## config.mk

```make
export PLATFORM = sky130hd
export DESIGN_NAME = pcl_lane
export DESIGN_NICKNAME = d
export VERILOG_FILES = /design/src/design/pcl_pkg.sv /design/src/design/pcl_lane.sv
export SDC_FILE = /design/constraint.sdc
export NUM_CORES = 2
export LEC_CHECK = 0
export ABC_AREA = 1
export BUFFER_PORTS_ARGS = -buffer_cell sky130_fd_sc_hd__buf_2
export CORE_AREA = 4 4 401 403
export CTS_CLUSTER_SIZE = 14
export DETAILED_ROUTE_END_ITERATION = 12
export DIE_AREA = 0 0 405 407
export PLACE_DENSITY_LB_ADDON = 0.3
export RECOVER_POWER = 25
export SYNTH_ARGS = -nofsm -noshare
export SYNTH_HDL_FRONTEND = slang
export SYNTH_SLANG_ARGS = --single-unit
```

## constraint.sdc

```tcl
create_clock -name i_clk -period 6.9 [get_ports i_clk]
set_clock_uncertainty 0.15 [all_clocks]
set_input_delay 0.69 -clock i_clk [delete_from_list [all_inputs] [get_ports i_clk]]
set_output_delay 0.69 -clock i_clk [all_outputs]
set_load 0.1 [all_outputs]
```

## src/design/pcl_pkg.sv

```systemverilog
// Shared types, widths and constants of the perceptron classifier.
package pcl_pkg;

    localparam int X_W      = 16;             // feature, signed Q4.12
    localparam int W_W      = 32;             // weight and score, signed Q16.16
    localparam int RATE_W   = 16;             // learning rate, unsigned Q8.8
    localparam int MODE_W   = 2;
    localparam int LABEL_W  = 2;
    localparam int E_W      = 3;              // error factor, -3 .. 1
    localparam int RE_W     = RATE_W + 1 + E_W;
    localparam int PROD_W   = W_W + X_W;
    localparam int ACC_W    = PROD_W + 4;
    localparam int PADDR_W  = 3;
    localparam int PDATA_W  = 32;
    localparam int MAX_FEAT = 8;

    localparam int SCORE_SHIFT = 12;
    localparam int UPD_SHIFT   = 4;

    localparam logic signed [ACC_W-1:0]  SCORE_HALF = ACC_W'(2048);
    localparam logic signed [PROD_W-1:0] UPD_HALF   = PROD_W'(8);

    // The bias lane sees a constant feature of 1.0 in Q4.12.
    localparam logic signed [X_W-1:0] ONE_Q4_12 = 16'sd4096;

    localparam logic signed [ACC_W-1:0] SAT_HI =
        {{(ACC_W-W_W+1){1'b0}}, {(W_W-1){1'b1}}};
    localparam logic signed [ACC_W-1:0] SAT_LO =
        {{(ACC_W-W_W+1){1'b1}}, {(W_W-1){1'b0}}};

    localparam logic [MODE_W-1:0] MODE_HEAVISIDE  = 2'd0;
    localparam logic [MODE_W-1:0] MODE_ROSENBLATT = 2'd1;
    localparam logic [MODE_W-1:0] MODE_REGRESSION = 2'd2;

    localparam logic signed [LABEL_W-1:0] DEC_POS  = 2'sb01;
    localparam logic signed [LABEL_W-1:0] DEC_ZERO = 2'sb00;
    localparam logic signed [LABEL_W-1:0] DEC_NEG  = 2'sb11;

    localparam logic REG_MODE = 1'b0;
    localparam logic REG_RATE = 1'b1;

    localparam logic [RATE_W-1:0] RATE_RESET = 16'd256;

    typedef struct packed {
        logic load;     // capture the feature
        logic mul;      // weight times feature
        logic umul;     // step times feature
        logic uadd;     // apply the weight update
    } t_lane_ctrl;

    typedef struct packed {
        logic sum;      // add up the lane products
        logic dec;      // round, saturate and classify
        logic rate;     // form the update step and the mismatch flag
    } t_merge_ctrl;

    function automatic logic signed [W_W-1:0] sat32(input logic signed [ACC_W-1:0] v);
        logic signed [W_W-1:0] r;
        if (v > SAT_HI) begin
            r = {1'b0, {(W_W-1){1'b1}}};
        end else if (v < SAT_LO) begin
            r = {1'b1, {(W_W-1){1'b0}}};
        end else begin
            r = $signed(v[W_W-1:0]);
        end
        return r;
    endfunction

endpackage

```

## src/design/pcl_lane.sv

```systemverilog
// One weight lane: holds a weight, multiplies it by its feature and applies updates.
module pcl_lane (
    input  logic                                i_clk,
    input  logic                                i_rst_n,
    input  pcl_pkg::t_lane_ctrl                 i_ctrl,
    input  logic signed [pcl_pkg::X_W-1:0]      i_x,
    input  logic signed [pcl_pkg::RE_W-1:0]     i_re,
    output logic signed [pcl_pkg::PROD_W-1:0]   o_prod,
    output logic                                o_chg
);
    import pcl_pkg::*;

    logic signed [W_W-1:0]       r_w;
    logic signed [W_W-1:0]       n_w;
    logic signed [X_W-1:0]       r_x;
    logic signed [PROD_W-1:0]    r_prod;
    logic                        r_chg;

    logic signed [PROD_W-1:0]    w_wprod;
    logic signed [RE_W+X_W-1:0]  w_dprod;
    logic signed [PROD_W-1:0]    w_shf;
    logic signed [ACC_W-1:0]     w_sum;

    assign w_wprod = r_w * r_x;
    assign w_dprod = i_re * r_x;

    // Step product is in units of 2^-20; round half up to Q16.16.
    assign w_shf = (r_prod + UPD_HALF) >>> UPD_SHIFT;
    assign w_sum = ACC_W'(r_w) + ACC_W'(w_shf);
    assign n_w   = sat32(w_sum);

    always_ff @(posedge i_clk) begin
        if (!i_rst_n) begin
            r_w   <= '0;
            r_chg <= 1'b0;
        end else if (i_ctrl.uadd) begin
            r_w   <= n_w;
            r_chg <= (n_w != r_w);
        end
    end

    always_ff @(posedge i_clk) begin
        if (i_ctrl.load) begin
            r_x <= i_x;
        end
        if (i_ctrl.mul) begin
            r_prod <= w_wprod;
        end else if (i_ctrl.umul) begin
            r_prod <= PROD_W'(w_dprod);
        end
    end

    assign o_prod = r_prod;
    assign o_chg  = r_chg;

endmodule

```

==> metrics <==
layout cells sized above 1 0.07791; Slew headroom 0.0007785; Vias roughly 32000; Mean Syn Cell Area between 7 and 8 µm²; clk buf depth 2; WP data arrival around 6700 ps; clock sinks 97; H-tree depth 3; Netlist cell types between 50 and 60; initial antenna violation count 10; # rows between 100 and 150; Net count, final roughly 6500; Reg2Reg Launch Point r_w[13]$_SDFFE_PN0P_; grt total ovfl 0; vias in the first global route approximately 35000; Hold Vio Cnt, Final 0; Cell Area, Synth about 39000 µm²; largest net degree at the start of global routing 64; IO Port Bufs 90; Post-Synthesis Cells around 5300; root buffer cell clkbuf_16; Hold WS 291.4 ps; # DRC 0; vias per cell around 4.3; most frequent cell on the critical path fa_1; Worst Max-Slew Pin Slew between 1500 and 2000 ps; Routed Antenna Nets 0; fraction of registers with async set/reset 0; worst skew pair latency roughly 440 ps; wire length of the first global-routing pass just over 200 mm; gr usage total 0.1586; Synth Register Bits 97; highest cell delay on the worst timing path around 530 ps; r2r setup slk ~200 ps; RSZ-0062 raised after global routing true; Die X about 410 µm; total length of routed wires approximately 130 mm; failing checks max-capacitance violations; CTS clk-pin slew, worst paths 110 ps; period utilisation layout 0.9714; Layout Cells excl Fill approximately 7500; RePlAce Congestion ~0.90; Worst EP required around 7000 ps; Post-synth EDFFs 64; worst setup path end o_prod[40]$_DFFE_PP_; initial core utilization 0.2481; area delta synth->final 12.87%; Final setup viols 0; status finished with violations; dpl cells ~7500; CP endpoint kind flip-flop; Max Freq 149.2 MHz; worst r2r dst o_prod[40]$_DFFE_PP_; die area 164800 µm²; Worst Setup Start Kind flip-flop; min-delay src i_x[4]; I/O Pins slightly above 90; min Tclk post-route approximately 6700 ps; register area share after synthesis 0.06610; kind of critical path reg2reg; CTS tree built; HP Class in2reg; CTS Buf Count 9; Max FO, Critical Path 12; number of DRC markers in iteration 0 1978; crit path launch r_w[13]$_SDFFE_PN0P_; Avg WL per Cell roughly 17 µm; top_reg_cell synth edfxtp_1; CP max stage cell fa_1; Mapped Nets 6384; Die Y 407 µm; Max Cap Viol 1; TritonRoute pass-1 iters 5; # hold bufs at CTS 0; DP HPWL about 110 mm; r2r worst-path depth 27; core area about 160000 µm²; Slew Limit Fails 0; Yosys warnings 0; Worst Hold Depth 1
-- final cells by class --
| type | instances | area (µm²) |
|---|---|---|
| timing repair buffer | 350 | 2784 |
| tap | 2072 | 2592 |
| antenna | 3 | 7.507 |
| clock inverter | 7 | 61.31 |
| fill | 17330 | 113400 |
| clock buffer | 9 | 225.2 |
| inverter | 1518 | 5698 |
| sequential | 97 | 2590 |
| multi-input combinational | 3448 | 30140 |
-- registers in the layout (all words and copies together), names as in the netlist --
name    count
o_chg       1
o_prod     48
r_w        32
r_x        16
-- Yosys cell counts, types with 8 or more instances --
master	n	area [µm²]
a21boi_0	10	75.07
a21oi_1	188	940.9
a31oi_1	31	193.9
clkbuf_1	202	758.2
dfxtp_1	33	660.6
edfxtp_1	64	1922
fa_1	805	16120
ha_1	263	3291
inv_1	1508	5660
inv_2	8	30.03
nand2_1	1465	5499
nand3_1	84	420.4
nand4_1	19	118.9
nor2_1	229	859.6
nor3_1	21	105.1
o21ai_0	126	630.6
or2_2	19	118.9
xnor2_1	43	376.6
xor2_1	72	630.6
-- cells in the final DEF, fill, tap and decap left out, types with 9 or more instances in the layout --
cell type and count:
a21oi_1 182, a31oi_1 29, buf_12 24, buf_2 66, buf_4 223, clkbuf_1 24
clkbuf_16 13, dfxtp_1 27, edfxtp_1 64, fa_1 805, ha_1 259, inv_1 1507
inv_2 9, nand2_1 1464, nand3_1 84, nand4_1 19, nor2_1 229, nor3_1 20
o21ai_0 108, o21ai_1 11, or2_2 19, xnor2_1 43, xor2_1 72
-- kinds of logic (layout without fill, tap and decap cells) --
logic type	Yosys count	count (layout)	share of synthesized area
adders and majority gates	1068	1068	0.4967
xor gates and xnor gates	115	115	0.02578
other	0	3	0
buffers and inverters	1729	1884	0.1667
DFF	97	97	0.06610
AOI/OAI and AO/OA	394	394	0.05511
and+or+nand+nor	1871	1871	0.1896
-- worst max-delay path: cells and delay by family (launching register included) --
| family | cells | cell delay [ps] |
|---|---|---|
| flip-flops | 1 | 520 |
| AO/OA/AOI/OAI | 7 | 1120 |
| buffers and inverters | 9 | 1010 |
| adder cells (fa/ha/maj) | 7 | 3250 |
| AND/OR/NAND/NOR | 4 | 360 |
-- routing by layer --
metal,wire (µm),vias to the layer above,global-route usage
met5,34,-,0
met4,2952,6,0.03897
met3,5743,121,0.01552
met2,61680,695,0.2750
met1,58700,16180,0.2125
li1,-,15410,-
-- stage by stage --
step | area (µm²) | worst slack (ps) | setup TNS, ps | util
6_report | 44100 | 197.1 | 0 | 0.2801
5_1_grt | 44100 | -41.22 | -114.3 | 0.2801
4_1_cts | 43690 | 0.3930 | 0 | 0.2775
3_5_place_dp | 43390 | -161.5 | -1842 | 0.2756
3_3_place_gp | 43390 | -160.6 | -1751 | 0.2756
2_1_floorplan | 39070 | 292.5 | 0 | -
-- how the worst min path moves through the flow --
stage	end	slack, ps
after global routing	r_x[1]$_DFFE_PP_	280
after CTS	r_x[4]$_DFFE_PP_	260
after floorplan	r_w[0]$_SDFFE_PN0P_	510
after global placement	o_chg$_SDFFE_PN0P_	450
final	r_x[4]$_DFFE_PP_	290
after detailed placement	o_chg$_SDFFE_PN0P_	440
-- what timing repair did --
| item | in CTS | in global routing |
|---|---|---|
| endpoints found under the setup margin | 8 | 27 |
| gates resized for setup | 10 | 69 |
| setup buffers | 0 | 17 |
| pin swaps | 0 | 7 |
| cloned | 0 | 4 |
| hold endpoints to repair | 0 | 0 |
Power is left out: the tool's default activity adds up to more than one toggle a clock period on the data nets, which glitch-free logic cannot reach.
