--- src/design/pcl_pkg.sv ---
// Shared types, widths and constants of the perceptron classifier.
package pcl_pkg;

    localparam int X_W      = 16;             // feature, signed Q4.12
    localparam int W_W      = 32;             // weight and score, signed Q16.16
    localparam int RATE_W   = 16;             // learning rate, unsigned Q8.8
    localparam int MODE_W   = 2;
    localparam int LABEL_W  = 2;
    localparam int E_W      = 3;              // error factor, -3 .. 1
    localparam int RE_W     = RATE_W + 1 + E_W;
    localparam int PROD_W   = W_W + X_W;
    localparam int ACC_W    = PROD_W + 4;
    localparam int PADDR_W  = 3;
    localparam int PDATA_W  = 32;
    localparam int MAX_FEAT = 8;

    localparam int SCORE_SHIFT = 12;
    localparam int UPD_SHIFT   = 4;

    localparam logic signed [ACC_W-1:0]  SCORE_HALF = ACC_W'(2048);
    localparam logic signed [PROD_W-1:0] UPD_HALF   = PROD_W'(8);

    // The bias lane sees a constant feature of 1.0 in Q4.12.
    localparam logic signed [X_W-1:0] ONE_Q4_12 = 16'sd4096;

    localparam logic signed [ACC_W-1:0] SAT_HI =
        {{(ACC_W-W_W+1){1'b0}}, {(W_W-1){1'b1}}};
    localparam logic signed [ACC_W-1:0] SAT_LO =
        {{(ACC_W-W_W+1){1'b1}}, {(W_W-1){1'b0}}};

    localparam logic [MODE_W-1:0] MODE_HEAVISIDE  = 2'd0;
    localparam logic [MODE_W-1:0] MODE_ROSENBLATT = 2'd1;
    localparam logic [MODE_W-1:0] MODE_REGRESSION = 2'd2;

    localparam logic signed [LABEL_W-1:0] DEC_POS  = 2'sb01;
    localparam logic signed [LABEL_W-1:0] DEC_ZERO = 2'sb00;
    localparam logic signed [LABEL_W-1:0] DEC_NEG  = 2'sb11;

    localparam logic REG_MODE = 1'b0;
    localparam logic REG_RATE = 1'b1;

    localparam logic [RATE_W-1:0] RATE_RESET = 16'd256;

    typedef struct packed {
        logic load;     // capture the feature
        logic mul;      // weight times feature
        logic umul;     // step times feature
        logic uadd;     // apply the weight update
    } t_lane_ctrl;

    typedef struct packed {
        logic sum;      // add up the lane products
        logic dec;      // round, saturate and classify
        logic rate;     // form the update step and the mismatch flag
    } t_merge_ctrl;

    function automatic logic signed [W_W-1:0] sat32(input logic signed [ACC_W-1:0] v);
        logic signed [W_W-1:0] r;
        if (v > SAT_HI) begin
            r = {1'b0, {(W_W-1){1'b1}}};
        end else if (v < SAT_LO) begin
            r = {1'b1, {(W_W-1){1'b0}}};
        end else begin
            r = $signed(v[W_W-1:0]);
        end
        return r;
    endfunction

endpackage

--- src/design/pcl_merge.sv ---
// Merge stage: sums the lane products, classifies the score and forms the update step.
module pcl_merge #(
    parameter int LANES = 9
) (
    input  logic                                 i_clk,
    input  logic                                 i_rst_n,
    input  pcl_pkg::t_merge_ctrl                 i_ctrl,
    input  logic signed [pcl_pkg::PROD_W-1:0]    i_prod [LANES],
    input  logic [pcl_pkg::MODE_W-1:0]           i_mode,
    input  logic [pcl_pkg::RATE_W-1:0]           i_rate,
    input  logic signed [pcl_pkg::LABEL_W-1:0]   i_label,
    input  logic                                 i_action,
    output logic signed [pcl_pkg::W_W-1:0]       o_score,
    output logic signed [pcl_pkg::LABEL_W-1:0]   o_decision,
    output logic signed [pcl_pkg::RE_W-1:0]      o_re,
    output logic                                 o_upd
);
    import pcl_pkg::*;

    logic signed [ACC_W-1:0]    r_acc;
    logic signed [W_W-1:0]      r_score;
    logic signed [LABEL_W-1:0]  r_dec;
    logic signed [RE_W-1:0]     r_re;
    logic                       r_upd;

    logic signed [ACC_W-1:0]    w_sum;
    logic signed [ACC_W-1:0]    w_rnd;
    logic signed [W_W-1:0]      w_score;
    logic signed [LABEL_W-1:0]  w_dec;
    logic signed [E_W-1:0]      w_e;
    logic signed [RE_W-1:0]     w_re;
    logic                       w_upd;

    always_comb begin
        w_sum = '0;
        for (int i = 0; i < LANES; i++) begin
            w_sum = w_sum + ACC_W'(i_prod[i]);
        end
    end

    // The sum is in units of 2^-28; round half up to Q16.16.
    assign w_rnd   = (r_acc + SCORE_HALF) >>> SCORE_SHIFT;
    assign w_score = sat32(w_rnd);

    always_comb begin
        unique case (i_mode)
            MODE_HEAVISIDE: begin
                if (w_score > 0) begin
                    w_dec = DEC_POS;
                end else if (w_score < 0) begin
                    w_dec = DEC_NEG;
                end else begin
                    w_dec = DEC_ZERO;
                end
            end
            MODE_ROSENBLATT: begin
                w_dec = (w_score > 0) ? DEC_POS : DEC_ZERO;
            end
            default: begin
                w_dec = DEC_ZERO;
            end
        endcase
    end

    always_comb begin
        if (i_mode == MODE_HEAVISIDE) begin
            w_e = E_W'(i_label);
        end else begin
            w_e = E_W'(i_label) - E_W'(r_dec);
        end
    end

    assign w_re  = $signed({1'b0, i_rate}) * w_e;
    assign w_upd = i_action && (r_dec != i_label)
                   && ((i_mode == MODE_HEAVISIDE) || (i_mode == MODE_ROSENBLATT));

    always_ff @(posedge i_clk) begin
        if (i_ctrl.sum) begin
            r_acc <= w_sum;
        end
        if (i_ctrl.dec) begin
            r_score <= w_score;
            r_dec   <= w_dec;
        end
        if (i_ctrl.rate) begin
            r_re <= w_re;
        end
    end

    always_ff @(posedge i_clk) begin
        if (!i_rst_n) begin
            r_upd <= 1'b0;
        end else if (i_ctrl.rate) begin
            r_upd <= w_upd;
        end
    end

    assign o_score    = r_score;
    assign o_decision = r_dec;
    assign o_re       = r_re;
    assign o_upd      = r_upd;

endmodule

--- config.mk ---
export PLATFORM = sky130hd
export DESIGN_NAME = pcl_merge
export DESIGN_NICKNAME = d
export VERILOG_FILES = /design/src/design/pcl_pkg.sv /design/src/design/pcl_merge.sv
export SDC_FILE = /design/constraint.sdc
export NUM_CORES = 1
export LEC_CHECK = 0
export ABC_CLOCK_PERIOD_IN_PS = 5200
export BUFFER_PORTS_ARGS = -buffer_cell sky130_fd_sc_hd__buf_4
export CORE_ASPECT_RATIO = 1.2
export CORE_MARGIN = 2
export CORE_UTILIZATION = 39
export CTS_CLUSTER_SIZE = 24
export DETAILED_ROUTE_END_ITERATION = 7
export PLACE_DENSITY = 0.75
export SYNTH_ARGS = -nofsm -noshare
export SYNTH_HDL_FRONTEND = slang
export SYNTH_SLANG_ARGS = --single-unit
--- constraint.sdc ---
create_clock -name i_clk -period 5.2 [get_ports i_clk]
set_input_delay 0.26 -clock i_clk [delete_from_list [all_inputs] [get_ports i_clk]]
set_output_delay 0.26 -clock i_clk [all_outputs]
set_load 0.01 [all_outputs]
==> flow_metrics.env <==
export IMPL_status="finished clean"
export IMPL_synth_largest_area_cell="fa_1"
export IMPL_finalCriticalPeriod_ps=4930
export IMPL_p_leak_nw=10.5
export IMPL_ir_drop_mv=0.464
export IMPL_worst_clock_skew_ps=10.3
export IMPL_cts_root_buf="clkbuf_16"
export IMPL_drt_iter0_markers=338
export IMPL_crit_required_ps=5290
export IMPL_syn_to_final_growth_pct=30.6
export IMPL_synth_seq_cells=96
export IMPL_syn_nets=2444
export IMPL_grt_usage_pct=19.9
export IMPL_nNetsFinal=2975
export IMPL_gr_total_overflow=0
export IMPL_synth_main_ff_cell="edfxtp_1"
export IMPL_cp_start_kind="input port"
export IMPL_syn_area_per_cell_um2=10.5
export IMPL_ant_nets=0
export IMPL_fp_dieH_um=228
export IMPL_clockBufferDepth=2
export IMPL_final_cell_area_um2=21300
export IMPL_hold_viol_final=0
export IMPL_drc_errors=0
export IMPL_synthDistinctLibCells=67
export IMPL_synth_edf_count=95
export IMPL_grt_pass1_wl_mm=68.8
export IMPL_port_buffers=512
export IMPL_fp_row_count=82
export IMPL_worstSetupPathType="input port to flip-flop"
export IMPL_fmax_ghz=0.203
export IMPL_fin_ws_ps=274
export IMPL_min_path_type="input port to flip-flop"
export IMPL_slew_headroom_pct=41.2
export IMPL_min_from="i_rst_n"
export IMPL_grt_max_degree=42
export IMPL_viasPerCell=4.74
export IMPL_period_share_pct=94.7
export IMPL_insertion_delay_ps=360
export IMPL_cts_post_setup_buffers_inserted=0
export IMPL_final_cell_mix="buf_4 (543), inv_1 (423), fa_1 (355)"
export IMPL_final_common_cell="buf_4"
export IMPL_cp_max_fo=5
export IMPL_switching_share_pct=48.0
export IMPL_cts_resized_gates=0
export IMPL_seq_area_frac_synth_pct=17.6
export IMPL_clk_pin_slew_worst_paths_ps=70
export IMPL_drt_wirelength_per_cell_um=15.9
export IMPL_core_area_um2=41400
export IMPL_hpwl_mm=38.2
export IMPL_worstMarginPinSlew_ps=882
export IMPL_antenna_found_initial=2
export IMPL_syn_area_um2=16300
export IMPL_crit_arrival_ps=5020
export IMPL_gp_congestion=0.914
export IMPL_hold_buffers=0
export IMPL_setup_viol=0
export IMPL_worstReg2RegStart="o_decision[0]"
export IMPL_num_fill_cells=3709
export IMPL_wl_mm=41.9
export IMPL_yosys_warnings=0
export IMPL_intPower_w=0.00713
export IMPL_clockPowerShare_pct=5.4
export IMPL_maxSlewViolCount=0
export IMPL_cts_tree="yes"
export IMPL_vias=12500
export IMPL_pin_count=513
export IMPL_comb_power_share_pct=79.2
export IMPL_tritoncts_num_buffers=9
export IMPL_ys_top_cells_by_area="fa_1 (44%), edfxtp_1 (18%), inv_1 (9.7%)"
export IMPL_place_ws_ps=-122
export IMPL_cellPowerDensity_nw_per_um2=644
export IMPL_setup_worst_path_start="i_prod[4]"
export IMPL_dr_pass1_iters=7
export IMPL_async_flop_share_pct=0
export IMPL_final_util_pct=51.3
export IMPL_yosysTopAreaCellShare_pct=43.6
export IMPL_cts_sinks=96
export IMPL_power_frac_seq_pct=15.4
export IMPL_htree_levels=3
export IMPL_grt_pass1_vias=14200
export IMPL_endpoint_kind="flip-flop"
export IMPL_drv_cap=0
export IMPL_drive_gt1_share_pct=28.4
export IMPL_die_area_um2=43400
export IMPL_dpl_cell_area_um2=20900
export IMPL_die_x_um=191
export IMPL_synthCells=1546
export IMPL_start_util_pct=39.3
export IMPL_switchingPower_w=0.00657
## registers in the layout, summed over array words and instances (netlist names)
name	count
r_acc	41
o_decision	2
o_score	32
o_re	20
o_upd	1
## through the flow
step	total power (W)	instances	TNS (ps)	hold slack, ps
floorplan	0.00950	1546	0	372
global placement	0.0129	2612	0	466
detailed placement	0.0131	2612	-219	478
CTS	0.0139	2628	0	154
global route	0.0153	2630	-6.62	165
finish	0.0137	2630	0	172
## critical path, cell delays in order
cell	delay (ps)
buf_4	80
inv_1	50
fa_1	530
inv_1	60
fa_1	520
fa_1	540
fa_1	500
ha_1	310
nand4_1	70
o311ai_0	420
a21o_1	240
a31o_2	260
a211oi_2	90
buf_4	160
o31ai_1	310
a21oi_1	150
o21ai_0	330
a221oi_1	140
## final cells by class
cell class	count	area (um^2)	share of cell area [%]
antenna	2	5.00	0.0235
clock buffer	9	225	1.06
clock inverter	7	101	0.476
multi-input combinational	1004	11700	55.1
sequential	96	2870	13.5
tap	546	683	3.21
timing repair buffer	543	4080	19.2
inverter	423	1590	7.46
## synth_stat cells, types with 21 or more instances
master    number
a21o_1        33
a21oi_1       48
edfxtp_1      95
fa_1         355
ha_1          85
inv_1        423
nand2_1       73
nand3_1       30
nand4_1       21
nor2_1        43
nor3_1        22
o21ai_0       48
xnor2_1       54
xor2_1        42
## final timing paths
path	end	slack, ps	cells past startpoint
max	r_acc[42]	270	18
min	o_upd	170	2
max reg2reg	o_re[19]	280	18
min reg2reg	o_upd	490	2
## routing by layer
metal | vias up | routed length [um] | GRT usage [%]
li1 | 5893 | - | -
met1 | 6104 | 15400 | 22.4
met2 | 397 | 23100 | 38.4
met3 | 60 | 2240 | 2.65
met4 | 0 | 1050 | 6.23
met5 | - | 0 | 0
## cells by family after synthesis
family          synth area share [%]
buf+inv                         10.4
fa+ha+maj                       50.2
simple gates                    8.08
compound gates                  8.21
xor+xnor                        5.26
flops                           17.6
mux                            0.261
## power by group through the flow
stage          Sequential, W  Clock, W  Combinational (W)
6_report             0.00211  0.000742             0.0108
5_1_grt              0.00217  0.000792             0.0124
4_1_cts              0.00211  0.000767             0.0110
3_5_place_dp         0.00213         0             0.0110
3_3_place_gp         0.00211         0             0.0108
2_1_floorplan        0.00203         0            0.00747
(Power assumes the default switching activity.)
